--- config.mk ---
export PLATFORM = sky130hd
export DESIGN_NAME = ltc_ram
export DESIGN_NICKNAME = d
export VERILOG_FILES = /design/src/rtl/ltc_ram.sv
export SDC_FILE = /design/constraint.sdc
export NUM_CORES = 1
export LEC_CHECK = 0
export ABC_AREA = 1
export BUFFER_PORTS_ARGS = -buffer_cell sky130_fd_sc_hd__buf_2
export CAP_MARGIN = 10
export CORE_ASPECT_RATIO = 1.1
export CORE_MARGIN = 2
export CORE_UTILIZATION = 57
export CTS_BUF_LIST = sky130_fd_sc_hd__clkbuf_4
export CTS_CLUSTER_DIAMETER = 60
export DETAILED_ROUTE_END_ITERATION = 10
export PLACE_DENSITY = 0.88
export REMOVE_ABC_BUFFERS = 1
export SKIP_LAST_GASP = 1
export SYNTH_ARGS = -nofsm -noshare
export SYNTH_HDL_FRONTEND = slang
export SYNTH_SLANG_ARGS = --single-unit
--- constraint.sdc ---
create_clock -name clk -period 0.91 [get_ports clk]
set_input_delay 0 -clock clk [delete_from_list [all_inputs] [get_ports clk]]
set_output_delay 0 -clock clk [all_outputs]
set_load 0.005 [all_outputs]
--- src/rtl/ltc_ram.sv ---
// Generic single-port-write, single-port-read RAM with registered read.
module ltc_ram #(
	parameter int WIDTH = 8,
	parameter int DEPTH = 16
) (
	input  logic                     clk,
	input  logic                     we,
	input  logic [$clog2(DEPTH)-1:0] waddr,
	input  logic [WIDTH-1:0]         wdata,
	input  logic [$clog2(DEPTH)-1:0] raddr,
	output logic [WIDTH-1:0]         rdata
);

	logic [WIDTH-1:0] mem_q [DEPTH];

	always_ff @(posedge clk) begin
		if (we) begin
			mem_q[waddr] <= wdata;
		end
		rdata <= mem_q[raddr];
	end

endmodule

==> impl_metrics.yaml <==
run_status:
  status: "finished, violations left"
  violations: "setup timing"
clock_tree:
  clock_path_buffers: 2
  cts_setup_buffers: 0
  cts_tree: "done"
  cts_root_buf: "clkbuf_4"
  cts_made_buffers: 17
  clk_pin_slew_ns: 0.12
  cts.sinks: 136
  htree_levels: 4
  clk_latency_ns: 0.55
setup_path:
  end_kind: "register"
  critPathRequiredTime_ns: 1.36
  crit_type: "reg2reg"
  regToRegSetupSlack_ns: -0.14
  r2r_cells: 6
  cp_max_fo: 1
  critical_path.startpoint: "mem_q[0][3]"
  startpoint_type: "register"
  arrival_ns: 1.49
  timing.rr.start: "mem_q[0][3]"
logic_synthesis:
  ys_types: 12
  synth.most_common_cell: "nand2_1"
  synth_warnings: 0
  synth_area_leaders: "edfxtp_1, nand2_1, nand3_1, inv_1, dfxtp_1"
  yosysTopAreaCell: "edfxtp_1"
  syn_inst: 551
  yosysSeqAreaShare_pct: 69.4
  synth-main-ff-cell: "edfxtp_1"
  synth_edf_count: 128
  synth_area_um2: 5770
  synth-seq-cells: 136
  avgSynthCellArea_um2: 10.5
  synth_top_area_share_pct: 66.7
  synthArstFlopShare_pct: 0
  synth_commonest_cells: "nand2_1, edfxtp_1, inv_1"
routing:
  ant_nets: 0
  drt_wl_total_um: 14500
  dr.pass1.iters: 5
  routedWlPerCell_um: 19.4
  drc_errors: 0
  drt-initial-drc-count: 492
  vias_per_cell: 5.76
  vias: 4311
place:
  placed_cell_area_um2: 6210
  place_ws_ns: -0.138
  hpwl_um: 8250
  place_inst: 706
  globalplace.congestion: 0.810
  port-buffer-count: 25
global_routing:
  grt_overflow: 0
  track_usage_pct: 27.4
  grt_pass1_wl_um: 21900
  antenna_found_initial: 0
  grt_pass1_vias: 4331
  grt_max_degree: 65
layout:
  drive_above_1_share_pct: 23.4
  antenna_cells: 0
  area_delta_synth_final_pct: 18.7
  n_fill_cell: 623
  fin_area_um2: 6850
  fin_cells: 748
  final_nets: 634
flow_run:
  drv_cap: 0
die:
  dieArea_um2: 10900
  core_area_um2: 9840
  rows: 38
  start_util_pct: 58.6
  die_height_um: 109
  die_w_um: 99.9
  io_pins: 26
sta:
  rsz0062_at_grt: "yes"
  fin_crit_sh_pct: 115
  clock-skew-final_ns: 0.0186
  finalSetupViolCount: 16
  report.final.slew_viol_count: 0
  setup_tns_ns: -1.22
  fmax_mhz: 956
  tightestPinTransition_ns: 0.507
  relSlewSlack_pct: 66.1
  fin_ws_ns: -0.136
  min_period_ns: 1.05
  hold_viol: 0
power_and_ir_drop:
  p_leak_nw: 3.00
  ir_drop_mv: 1.36
  total_power_mw: 11.9
  pwr_density_cell_nw_per_um2: 1740
worst_hold_path:
  min-delay-path-class: "in2reg"
  worstHoldStart: "raddr[1]"
  hold_depth: 6
[worst max-delay path: stages (launching register included)]
cell      delay (ns)
edfxtp_1        0.41
inv_1           0.09
nand2_1         0.09
nand3_2         0.10
nand3_2         0.10
nand3_2         0.09
nand2_1         0.06
[power breakdown]
part | internal [mW] | switching [mW]
clock network | 1.58 | 2.21
logic | 0.381 | 0.702
registers | 6.99 | 0.0482
[cell families after synthesis]
family	after synthesis	synth area share (%)
flops	136	69.4
buf+inv	126	9.52
simple gates	289	21.0
[repair_timing]
item	in CTS	in global routing
pin swaps	28	13
endpoints found under the setup margin	16	16
endpoints found under the hold margin	136	0
gates resized for setup	33	28
hold buffers	11	0
[cell type report]
class                           instances  area (um^2)  area share [%]
Sequential cell                       136         4010            58.6
Multi-Input combinational cell        289         1460            21.4
Timing Repair Buffer                   70          578            8.44
Inverter                              102          383            5.59
Tap cell                              120          150            2.19
Clock inverter                         14          134            1.96
Clock buffer                           17          128            1.86
[sequential cells by signal, indices dropped and copies added, names as in the netlist]
register  count
rdata         8
mem_q       128
[path summary, 6_finish.rpt]
path,endpoint
max,rdata[3]
max reg2reg,rdata[3]
min,rdata[2]
min reg2reg,rdata[1]
[routing by layer]
layer / up-vias / track usage [%] / share of wire (%)
li1: 1905 / - / -
met1: 2011 / 33.0 / 36
met2: 303 / 46.0 / 49
met3: 92 / 6.29 / 9.0
met4: 0 / 15.6 / 5.9
met5: - / 0 / 0
[cell usage in the layout (no fill, tap or decap), drive strengths merged]
cell	instances
inv	103
nor2	17
dfxtp	8
nand3	97
clkinvlp	3
dlygate4sd3	11
nand3b	2
nand2	173
edfxtp	128
clkinv	8
buf	59
bufinv	2
clkbuf	17
[stage by stage]
stage          hold WS (ns)  utilization [%]
3_3_place_gp          0.376             63.1
4_1_cts              0.0610             68.4
5_1_grt              0.0533             69.6
2_1_floorplan        0.0989                -
6_report             0.0711             69.6
3_5_place_dp          0.386             63.1
No activity file was read; power rests on OpenSTA's default activity.
